[config.mk]
export PLATFORM = sky130hd
export DESIGN_NAME = radio_tuning_stepper
export DESIGN_NICKNAME = d
export VERILOG_FILES = /design/src/hw/rtl/rts_pkg.sv /design/src/hw/rtl/radio_tuning_stepper.sv /design/src/hw/rtl/rts_datapath.sv /design/src/hw/rtl/rts_ctrl.sv
export SDC_FILE = /design/constraint.sdc
export NUM_CORES = 1
export LEC_CHECK = 0
export BUFFER_PORTS_ARGS = -buffer_cell sky130_fd_sc_hd__clkbuf_2
export CAP_MARGIN = 20
export CELL_PAD_IN_SITES_DETAIL_PLACEMENT = 2
export CELL_PAD_IN_SITES_GLOBAL_PLACEMENT = 2
export CORE_ASPECT_RATIO = 0.75
export CORE_MARGIN = 1
export CORE_UTILIZATION = 43
export CTS_CLUSTER_SIZE = 24
export DETAILED_ROUTE_END_ITERATION = 10
export MAX_ROUTING_LAYER = met4
export PLACE_DENSITY = 0.93
export SLEW_MARGIN = 20
export SYNTH_ARGS = -nofsm -noshare
export SYNTH_HDL_FRONTEND = slang
export SYNTH_HIERARCHICAL = 1
export SYNTH_SLANG_ARGS = --single-unit
[constraint.sdc]
create_clock -name clk_i -period 16 [get_ports clk_i]
set_clock_uncertainty 0.1 [all_clocks]
set_input_delay 0.8 -clock clk_i [delete_from_list [all_inputs] [get_ports clk_i]]
set_output_delay 0.8 -clock clk_i [all_outputs]
set_load 0.03 [all_outputs]
[src/hw/rtl/rts_pkg.sv]
// Package for the radio tuning stepper: widths, reset values, codes and the
// command/status structs shared by controller and datapath. No dependencies.
package rts_pkg;

  localparam int unsigned FreqW    = 16;
  localparam int unsigned OffW     = 10;
  localparam int unsigned StepW    = 8;
  localparam int unsigned BfoW     = 10;
  localparam int unsigned RepW     = 8;
  localparam int unsigned CfgIdxW  = 3;
  localparam int unsigned CfgDataW = 16;
  localparam int unsigned MaxRepeatsDef = 128;

  localparam logic [FreqW-1:0] BandMinRst = 16'd520;
  localparam logic [FreqW-1:0] BandMaxRst = 16'd1710;
  localparam logic [StepW-1:0] StepRst    = 8'd10;
  localparam logic [BfoW-1:0]  BfoRst     = 10'd10;

  typedef enum logic [CfgIdxW-1:0] {
    CFG_BAND_MIN = 3'd0,
    CFG_BAND_MAX = 3'd1,
    CFG_STEP     = 3'd2,
    CFG_ORIGIN   = 3'd3,
    CFG_MODE     = 3'd4,
    CFG_BFO      = 3'd5
  } cfg_idx_e;

  typedef enum logic [1:0] {
    MODE_PLAIN = 2'd0,
    MODE_GRID  = 2'd1,
    MODE_SSB   = 2'd2,
    MODE_SPARE = 2'd3
  } tune_mode_e;

  // Commands from controller to datapath.
  typedef struct packed {
    logic start;     // latch request, snapshot old state
    logic load;      // apply a load request
    logic rem_init;  // begin a remainder computation
    logic rem_step;  // one restoring-subtract iteration
    logic edge_lo;   // capture first grid channel from remainder
    logic edge_hi;   // capture last grid channel from remainder
    logic rem_cur;   // remainder operand is the current frequency
    logic rem_lo;    // remainder operand is band_min
    logic step;      // apply one step (plain / sideband)
    logic grid_step; // apply one grid step using the remainder
  } rts_cmd_t;

  typedef struct packed {
    logic rem_done;
  } rts_sts_t;

endpackage

[src/hw/rtl/radio_tuning_stepper.sv]
// Top level of the radio tuning stepper: configuration registers, controller
// and datapath. Depends on rts_pkg, rts_ctrl and rts_datapath.
//
// Usage: one request enters on in_valid_i/in_ready_o; one result leaves on
// out_valid_o/out_ready_i. Configuration must be written through cfg_we_i,
// cfg_idx_i and cfg_data_i only while the block is idle; the block itself
// does not enforce it. Load and no-op requests go straight to the result.
// Plain and sideband steps apply one step per cycle per repeat; a grid
// step searches the low and high band edges, then runs one remainder per
// repeat in the bit-serial remainder unit (one quotient bit a cycle).
// One request is worked at a time; in_ready_o is high only when idle.
// Reset sets the registers to their defaults, the frequency to 520 kHz and
// the offset to zero. If the receiver stalls the result is held and no new
// request is taken until it is delivered.
module radio_tuning_stepper #(
  parameter int unsigned MaxRepeats = rts_pkg::MaxRepeatsDef
) (
  input  logic                         clk_i,
  input  logic                         rst_ni,
  input  logic                         in_valid_i,
  output logic                         in_ready_o,
  input  logic                         req_type_i,
  input  logic [1:0]                   direction_i,
  input  logic [rts_pkg::RepW-1:0]     repeats_i,
  input  logic [rts_pkg::FreqW-1:0]    load_frequency_khz_i,
  input  logic [rts_pkg::OffW-1:0]     load_offset_hz_i,
  output logic                         out_valid_o,
  input  logic                         out_ready_i,
  output logic [rts_pkg::FreqW-1:0]    frequency_khz_o,
  output logic [rts_pkg::OffW-1:0]     offset_hz_o,
  output logic                         changed_o,
  input  logic                         cfg_we_i,
  input  logic [rts_pkg::CfgIdxW-1:0]  cfg_idx_i,
  input  logic [rts_pkg::CfgDataW-1:0] cfg_data_i
);
  import rts_pkg::*;

  logic [FreqW-1:0] band_min_q, band_max_q, origin_q;
  logic [StepW-1:0] step_q;
  logic [1:0]       mode_q;
  logic [BfoW-1:0]  bfo_q;
  rts_cmd_t cmd;
  rts_sts_t sts;
  logic dir_neg;

  // configuration registers
  always_ff @(posedge clk_i or negedge rst_ni) begin
    if (!rst_ni) begin
      band_min_q <= BandMinRst;
      band_max_q <= BandMaxRst;
      step_q     <= StepRst;
      origin_q   <= '0;
      mode_q     <= MODE_PLAIN;
      bfo_q      <= BfoRst;
    end else if (cfg_we_i) begin
      unique case (cfg_idx_i)
        CFG_BAND_MIN: band_min_q <= cfg_data_i;
        CFG_BAND_MAX: band_max_q <= cfg_data_i;
        CFG_STEP:     step_q     <= cfg_data_i[StepW-1:0];
        CFG_ORIGIN:   origin_q   <= cfg_data_i;
        CFG_MODE:     mode_q     <= cfg_data_i[1:0];
        CFG_BFO:      bfo_q      <= cfg_data_i[BfoW-1:0];
        default: ;
      endcase
    end
  end

  rts_ctrl #(.MaxRepeats(MaxRepeats)) u_ctrl (
    .clk_i, .rst_ni, .in_valid_i, .in_ready_o, .out_valid_o, .out_ready_i,
    .req_type_i, .direction_i, .repeats_i,
    .mode_i(mode_q), .step_i(step_q), .dir_neg_o(dir_neg),
    .cmd_o(cmd), .sts_i(sts)
  );

  rts_datapath u_dp (
    .clk_i, .rst_ni, .cmd_i(cmd), .sts_o(sts),
    .band_min_i(band_min_q), .band_max_i(band_max_q), .step_i(step_q),
    .origin_i(origin_q), .mode_i(mode_q), .bfo_i(bfo_q), .dir_neg_i(dir_neg),
    .load_freq_i(load_frequency_khz_i), .load_off_i(load_offset_hz_i),
    .freq_o(frequency_khz_o), .off_o(offset_hz_o), .changed_o
  );

endmodule

[src/hw/rtl/rts_datapath.sv]
// Datapath of the tuning stepper: state registers, step arithmetic and a
// bit-serial remainder unit for the channel grid. Depends on rts_pkg.
module rts_datapath (
  input  logic                       clk_i,
  input  logic                       rst_ni,
  input  rts_pkg::rts_cmd_t          cmd_i,
  output rts_pkg::rts_sts_t          sts_o,
  input  logic [rts_pkg::FreqW-1:0]  band_min_i,
  input  logic [rts_pkg::FreqW-1:0]  band_max_i,
  input  logic [rts_pkg::StepW-1:0]  step_i,
  input  logic [rts_pkg::FreqW-1:0]  origin_i,
  input  logic [1:0]                 mode_i,
  input  logic [rts_pkg::BfoW-1:0]   bfo_i,
  input  logic                       dir_neg_i,
  input  logic [rts_pkg::FreqW-1:0]  load_freq_i,
  input  logic [rts_pkg::OffW-1:0]   load_off_i,
  output logic [rts_pkg::FreqW-1:0]  freq_o,
  output logic [rts_pkg::OffW-1:0]   off_o,
  output logic                       changed_o
);
  import rts_pkg::*;

  localparam int unsigned DW = FreqW + 2;  // signed working width
  localparam int unsigned RemCntW = $clog2(DW + 1);

  logic [FreqW-1:0] freq_q, freq_d, old_freq_q;
  logic [OffW-1:0]  off_q, off_d, old_off_q;
  logic signed [DW-1:0] wlo_q, whi_q;
  // remainder unit
  logic signed [DW-1:0] num_q;       // signed (x - origin)
  logic [DW-1:0] quo_q;               // magnitude shifting out
  logic [DW-1:0] rem_q;               // partial remainder
  logic [RemCntW-1:0] cnt_q;
  logic [StepW-1:0] r_fin;

  // snapshot and state
  always_ff @(posedge clk_i or negedge rst_ni) begin
    if (!rst_ni) begin
      freq_q <= BandMinRst;
      off_q  <= '0;
    end else begin
      freq_q <= freq_d;
      off_q  <= off_d;
    end
  end

  always_ff @(posedge clk_i) begin
    if (cmd_i.start) begin
      old_freq_q <= freq_q;
      old_off_q  <= off_q;
    end
  end

  // wrap helper values
  logic signed [DW-1:0] f_s, lo_s, hi_s, stp_s, org_s;
  assign f_s   = DW'(signed'({2'b00, freq_q}));
  assign lo_s  = DW'(signed'({2'b00, band_min_i}));
  assign hi_s  = DW'(signed'({2'b00, band_max_i}));
  assign stp_s = DW'(signed'({{(DW-StepW){1'b0}}, step_i}));
  assign org_s = DW'(signed'({2'b00, origin_i}));

  // positive remainder (x-origin) mod step, from magnitude remainder
  always_comb begin
    r_fin = rem_q[StepW-1:0];
    if (num_q[DW-1] && rem_q != '0) r_fin = StepW'(stp_s[StepW:0] - rem_q[StepW:0]);
  end

  // sideband arithmetic: up to two kHz carries per step; a sum of exactly
  // +500 stays as is, and a sum of exactly -500 or -1500 turns into +500
  logic signed [OffW+1:0] o_sum;
  logic signed [DW-1:0] f_sb;
  logic signed [OffW+1:0] o_new;
  always_comb begin
    o_sum = (OffW+2)'(signed'(off_q)) + (dir_neg_i ? -(OffW+2)'(signed'({1'b0, bfo_i}))
                                                  :  (OffW+2)'(signed'({1'b0, bfo_i})));
    f_sb = f_s;
    o_new = o_sum;
    if (o_sum >= 12'sd1501) begin
      o_new = o_sum - 12'sd2000; f_sb = f_s + DW'(2);
    end else if (o_sum >= 12'sd501) begin
      o_new = o_sum - 12'sd1000; f_sb = f_s + DW'(1);
    end else if (o_sum <= -12'sd1500) begin
      o_new = o_sum + 12'sd2000; f_sb = f_s - DW'(2);
    end else if (o_sum <= -12'sd500) begin
      o_new = o_sum + 12'sd1000; f_sb = f_s - DW'(1);
    end
  end

  logic signed [DW-1:0] f_pl, f_gr, f_nx, wl, wh;
  logic grid_on;
  assign grid_on = (mode_i == MODE_GRID) && (step_i != '0);
  assign f_pl = dir_neg_i ? f_s - stp_s : f_s + stp_s;
  always_comb begin
    if (r_fin == '0) f_gr = f_pl;
    else if (dir_neg_i) f_gr = f_s - DW'(signed'({{(DW-StepW){1'b0}}, r_fin}));
    else f_gr = f_s + stp_s - DW'(signed'({{(DW-StepW){1'b0}}, r_fin}));
  end

  // next state
  always_comb begin
    freq_d = freq_q;
    off_d  = off_q;
    f_nx   = f_pl;
    wl     = lo_s;
    wh     = hi_s;
    if (grid_on) begin
      wl = wlo_q; wh = whi_q;
    end
    if (mode_i == MODE_SSB) f_nx = f_sb;
    else if (grid_on) f_nx = f_gr;
    if (cmd_i.load) begin
      freq_d = load_freq_i;
      if ($signed(load_off_i) > 10'sd499) off_d = 10'sd499;
      else if ($signed(load_off_i) < -10'sd499) off_d = -10'sd499;
      else off_d = load_off_i;
    end else if (cmd_i.step || cmd_i.grid_step) begin
      if (f_nx > wh) freq_d = wl[FreqW-1:0];
      else if (f_nx < wl) freq_d = wh[FreqW-1:0];
      else freq_d = f_nx[FreqW-1:0];
      if (mode_i == MODE_SSB) off_d = o_new[OffW-1:0];
    end
  end

  // window for grid wrap: first/last channel inside band
  logic signed [DW-1:0] first_c, last_c;
  always_comb begin
    first_c = (r_fin == '0) ? lo_s : lo_s + stp_s - DW'(signed'({{(DW-StepW){1'b0}}, r_fin}));
    last_c  = hi_s - DW'(signed'({{(DW-StepW){1'b0}}, r_fin}));
  end
  always_ff @(posedge clk_i) begin
    if (cmd_i.start) begin
      wlo_q <= lo_s;
      whi_q <= hi_s;
    end else if (cmd_i.edge_lo) begin
      if (hi_s >= lo_s && first_c <= hi_s) wlo_q <= first_c;
    end else if (cmd_i.edge_hi) begin
      if (hi_s >= lo_s && last_c >= lo_s) whi_q <= last_c;
    end
  end

  // bit-serial restoring remainder of |x - origin| by step
  logic signed [DW-1:0] x_sel, n_new;
  logic [DW-1:0] trial;
  assign x_sel = cmd_i.rem_cur ? f_s : (cmd_i.rem_lo ? lo_s : hi_s);
  assign n_new = x_sel - org_s;
  assign trial = {rem_q[DW-2:0], quo_q[DW-1]};
  always_ff @(posedge clk_i or negedge rst_ni) begin
    if (!rst_ni) begin
      cnt_q <= '0;
    end else if (cmd_i.rem_init) begin
      cnt_q <= RemCntW'(DW);
    end else if (cmd_i.rem_step && cnt_q != '0) begin
      cnt_q <= cnt_q - RemCntW'(1);
    end
  end
  always_ff @(posedge clk_i) begin
    if (cmd_i.rem_init) begin
      num_q <= n_new;
      quo_q <= n_new[DW-1] ? DW'(-n_new) : n_new;
      rem_q <= '0;
    end else if (cmd_i.rem_step && cnt_q != '0) begin
      quo_q <= {quo_q[DW-2:0], 1'b0};
      rem_q <= (trial >= DW'(step_i)) ? trial - DW'(step_i) : trial;
    end
  end

  assign sts_o.rem_done = (cnt_q == '0);
  assign freq_o    = freq_q;
  assign off_o     = off_q;
  assign changed_o = (freq_q != old_freq_q) || (off_q != old_off_q);

endmodule

[src/hw/rtl/rts_ctrl.sv]
// Controller of the tuning stepper: sequences load, grid edge search and
// the repeat loop, and owns the handshakes. Depends on rts_pkg.
module rts_ctrl #(
  parameter int unsigned MaxRepeats = rts_pkg::MaxRepeatsDef
) (
  input  logic                     clk_i,
  input  logic                     rst_ni,
  input  logic                     in_valid_i,
  output logic                     in_ready_o,
  output logic                     out_valid_o,
  input  logic                     out_ready_i,
  input  logic                     req_type_i,
  input  logic [1:0]               direction_i,
  input  logic [rts_pkg::RepW-1:0] repeats_i,
  input  logic [1:0]               mode_i,
  input  logic [rts_pkg::StepW-1:0] step_i,
  output logic                     dir_neg_o,
  output rts_pkg::rts_cmd_t        cmd_o,
  input  rts_pkg::rts_sts_t        sts_i
);
  import rts_pkg::*;

  localparam int unsigned CntW = $clog2(MaxRepeats + 1);

  typedef enum logic [7:0] {
    S_IDLE  = 8'b0000_0001,
    S_LO    = 8'b0000_0010,
    S_LOW   = 8'b0000_0100,
    S_HI    = 8'b0000_1000,
    S_HIW   = 8'b0001_0000,
    S_LOOP  = 8'b0010_0000,
    S_GREM  = 8'b0100_0000,
    S_OUT   = 8'b1000_0000
  } state_e;

  state_e state_q, state_d;
  logic [CntW-1:0] cnt_q, cnt_d;
  logic dir_neg_q, dir_neg_d;
  logic grid_on;
  logic [RepW-1:0] reps_sat;

  assign grid_on  = (mode_i == MODE_GRID) && (step_i != '0);
  assign reps_sat = (repeats_i > RepW'(MaxRepeats)) ? RepW'(MaxRepeats) : repeats_i;
  assign in_ready_o  = (state_q == S_IDLE);
  assign out_valid_o = (state_q == S_OUT);
  assign dir_neg_o   = dir_neg_q;

  always_ff @(posedge clk_i or negedge rst_ni) begin
    if (!rst_ni) begin
      state_q   <= S_IDLE;
      cnt_q     <= '0;
      dir_neg_q <= 1'b0;
    end else begin
      state_q   <= state_d;
      cnt_q     <= cnt_d;
      dir_neg_q <= dir_neg_d;
    end
  end

  always_comb begin
    state_d   = state_q;
    cnt_d     = cnt_q;
    dir_neg_d = dir_neg_q;
    cmd_o     = '0;
    unique case (state_q)
      S_IDLE: begin
        if (in_valid_i) begin
          cmd_o.start = 1'b1;
          dir_neg_d   = direction_i[1];
          cnt_d       = CntW'(reps_sat);
          if (req_type_i) begin
            cmd_o.load = 1'b1;
            state_d    = S_OUT;
          end else if (direction_i == 2'b00 || repeats_i == '0) begin
            state_d = S_OUT;
          end else if (grid_on) begin
            state_d = S_LO;
          end else begin
            state_d = S_LOOP;
          end
        end
      end
      S_LO: begin
        cmd_o.rem_init = 1'b1; cmd_o.rem_lo = 1'b1; state_d = S_LOW;
      end
      S_LOW: begin
        cmd_o.rem_step = 1'b1;
        if (sts_i.rem_done) begin cmd_o.edge_lo = 1'b1; state_d = S_HI; end
      end
      S_HI: begin
        cmd_o.rem_init = 1'b1; state_d = S_HIW;
      end
      S_HIW: begin
        cmd_o.rem_step = 1'b1;
        if (sts_i.rem_done) begin cmd_o.edge_hi = 1'b1; state_d = S_LOOP; end
      end
      S_LOOP: begin
        if (grid_on) begin
          cmd_o.rem_init = 1'b1; cmd_o.rem_cur = 1'b1; state_d = S_GREM;
        end else begin
          cmd_o.step = 1'b1;
          cnt_d = cnt_q - CntW'(1);
          if (cnt_q == CntW'(1)) state_d = S_OUT;
        end
      end
      S_GREM: begin
        cmd_o.rem_step = 1'b1;
        if (sts_i.rem_done) begin
          cmd_o.grid_step = 1'b1;
          cnt_d = cnt_q - CntW'(1);
          state_d = (cnt_q == CntW'(1)) ? S_OUT : S_LOOP;
        end
      end
      S_OUT: begin
        if (out_ready_i) state_d = S_IDLE;
      end
      default: state_d = S_IDLE;
    endcase
  end

endmodule

==> impl_metrics.tcl <==
set metrics [dict create \
    dieWidth_um 254.1 \
    crit_family "compound AO/OA/AOI/OAI gates" \
    wl_per_cell_um 34.02 \
    initial_core_util_pct 44.05 \
    yosysWarnings 6 \
    drc 0 \
    fin_crit_ps 9721 \
    clockRootBuffer "clkbuf_16" \
    drtIter0Drc 2222 \
    dieArea_um2 48560 \
    grt_pass1_wl_um 149200 \
    io_buffer_count 89 \
    synth.most_common_cell "nor2_1" \
    r2r_slack_ps 6280 \
    maxSlewViolCount 0 \
    async_flop_share_pct 54.21 \
    slew_headroom_pct 14.12 \
    viasPerCell 6.993 \
    grt_max_degree 70 \
    ff2ff_path_depth 29 \
    setup_viol 0 \
    ant_nets 0 \
    yosysTopAreaCellShare_pct 12.45 \
    synth_edf_count 77 \
    syn_inst 2385 \
    post_cts_resized 0 \
    cts_sinks 214 \
    antenna_found_initial 6 \
    cp.arrival_ps 10150 \
    synth_common_cells "nor2_1 (230), ha_1 (204), a21oi_1 (171)" \
    cts_tree "yes" \
    r2r_end "u_dp/freq_o[11]" \
    required_ps 16430 \
    grt_pass1_vias 22790 \
    timing.final.crit_share_pct 60.76 \
    status "complete, no violations" \
    synth_top_cell_by_area "ha_1" \
    fmax_mhz 102.9 \
    gp_routability_congestion 0.9855 \
    nets 2717 \
    dr.pass1.iters 6 \
    maxCapViolCount 0 \
    rsz0062_at_grt "no" \
    final.fill_count 5042 \
    grt_overflow 0 \
    cp_common_cell "a21oi_1" \
    end_kind "flip-flop" \
    crit_type "reg2reg" \
    worstSkewPairLatency_ps 610 \
    worstSetupStartpointType "flip-flop" \
    drt-total-wl_um 105300 \
    synth_cell_types 105 \
    syn_area_um2 20500 \
    cts_inserted_buffers 26 \
    clk_pin_slew_ps 70 \
    drive_gt1_share_pct 13.85 \
    synth_seq_cells 214 \
    synth_fp_nets 2667 \
    tightestPinTransition_ps 1279 \
    hpwl_um 72750 \
    core_um2 46540 \
    layout-area-overhead-vs-synth_pct 9.960 \
    vias 21650 \
    synth.area.top_cells "ha_1 (12%), dfrtp_1 (12%), edfxtp_1 (11%), mux2_2 (4.8%), xnor2_1 (4.4%)" \
    ys.flop_type "dfrtp_1" \
    reg2reg_from "bfo_q[1]" \
    cp_num_buf_inv 2 \
    crit_path_max_incr_delay_ps 860 \
    hold_buffers 0 \
    hold_class "in2async" \
    cts_max_level 1 \
    rows 68 \
    cts_max_path_buffers 3 \
    die_height_um 191.1 \
    fin_setup_tns_ps 0 \
    yosysSeqAreaShare_pct 27.59 \
    hold_viol 0 \
    worst-path-max-fanout 17 \
    post-cts-setup-buffers 0 \
    grt_use_total_pct 42.19 \
    syn_avg_cell_area_um2 8.596 \
    io_pins 90 \
    cpMaxStageDelayCell "a21oi_1" \
]
-- worst register-to-register path: cells and delay by family, from the launching register on --
family	cells	cell delay, ps
XOR/XNOR	1	410
AND/OR/NAND/NOR	7	2550
flip-flops	1	540
buffers and inverters	2	440
AO/OA/AOI/OAI	15	4060
adder cells (fa/ha/maj)	4	1550
-- cells in the final DEF (no fill, tap or decap), drive strengths merged, types with 40 or more instances in the layout --
cell type	Yosys	routed
nor2	231	231
ha	204	204
a21oi	177	177
nand2	161	161
o21ai	156	156
inv	139	141
clkbuf	80	122
xnor2	105	105
dfrtp	100	100
mux2	90	90
edfxtp	77	77
nor3	59	59
xor2	52	52
a21o	44	44
nand2b	43	43
nand3	43	43
nor2b	42	42
mux2i	40	40
-- routing by layer --
layer,track usage (%),vias up,wire [um]
met3,11.04,489,10620
met5,-,-,0
met2,64.71,1347,46870
li1,-,8839,-
met1,51.44,10980,41240
met4,20.46,0,6587
-- how the worst max path moves through the flow --
| stage | start | endpoint | cells past startpoint |
|---|---|---|---|
| floorplan | u_ctrl/dir_neg_o | u_dp/freq_o[4] | 34 |
| global placement | bfo_q[1] | u_dp/freq_o[15] | 29 |
| detailed placement | bfo_q[1] | u_dp/freq_o[15] | 29 |
| CTS | bfo_q[1] | u_dp/freq_o[15] | 29 |
| global route | bfo_q[1] | u_dp/freq_o[15] | 29 |
| finish | bfo_q[1] | u_dp/freq_o[11] | 29 |
-- state kept, by name, summed over array words and instances, names as in the netlist --
| name | cells |
|---|---|
| band_max_q | 16 |
| mode_q | 2 |
| band_min_q | 16 |
| u_ctrl/cnt_q | 8 |
| origin_q | 16 |
| u_dp/wlo_q | 18 |
| u_dp/num_q | 1 |
| u_dp/whi_q | 17 |
| u_dp/freq_o | 16 |
| u_ctrl/state_q | 8 |
| u_dp/old_freq_q | 16 |
| u_dp/rem_q | 18 |
| u_dp/off_o | 10 |
| step_q | 8 |
| u_dp/quo_q | 18 |
| u_ctrl/dir_neg_o | 1 |
| u_dp/cnt_q | 5 |
| u_dp/old_off_q | 10 |
| bfo_q | 10 |
-- cell type report --
| type | count | area (um^2) | area share, % |
|---|---|---|---|
| multi-input cells | 1930 | 13960 | 61.92 |
| flip-flops and latches | 214 | 5655 | 25.09 |
| well taps | 630 | 788.3 | 3.497 |
| clock buffers | 33 | 737.0 | 3.269 |
| repair buffers | 122 | 701.9 | 3.114 |
| inverters | 141 | 530.5 | 2.353 |
| clock inverters | 15 | 143.9 | 0.6383 |
| diodes | 11 | 27.53 | 0.1221 |
-- stage by stage --
stage	instances	util (%)	worst slack, ps	hold slack (ps)	instance area [um^2]
5_1_grt	3095	48.43	6080	207.3	22540
3_3_place_gp	3035	46.42	7573	317.6	21600
3_5_place_dp	3035	46.42	7180	328.9	21600
4_1_cts	3083	48.31	6953	181.8	22480
2_1_floorplan	2385	-	8382	308.6	20500
6_report	3096	48.44	6279	164.6	22540
-- cell families (layout without fill, tap and decap cells) --
logic type | count (synthesis) | count (layout) | synth area share [%]
muxes | 131 | 131 | 7.080
and+or+nand+nor | 773 | 773 | 19.20
AOI/OAI and AO/OA | 648 | 648 | 20.60
adders and majority gates | 221 | 221 | 14.11
xor gates and xnor gates | 157 | 157 | 6.781
DFF | 214 | 214 | 27.59
buffers and inverters | 241 | 311 | 4.644
other | 0 | 11 | 0
Power is left out: the tool's default activity adds up to more than one toggle a clock period on the data nets, which glitch-free logic cannot reach.
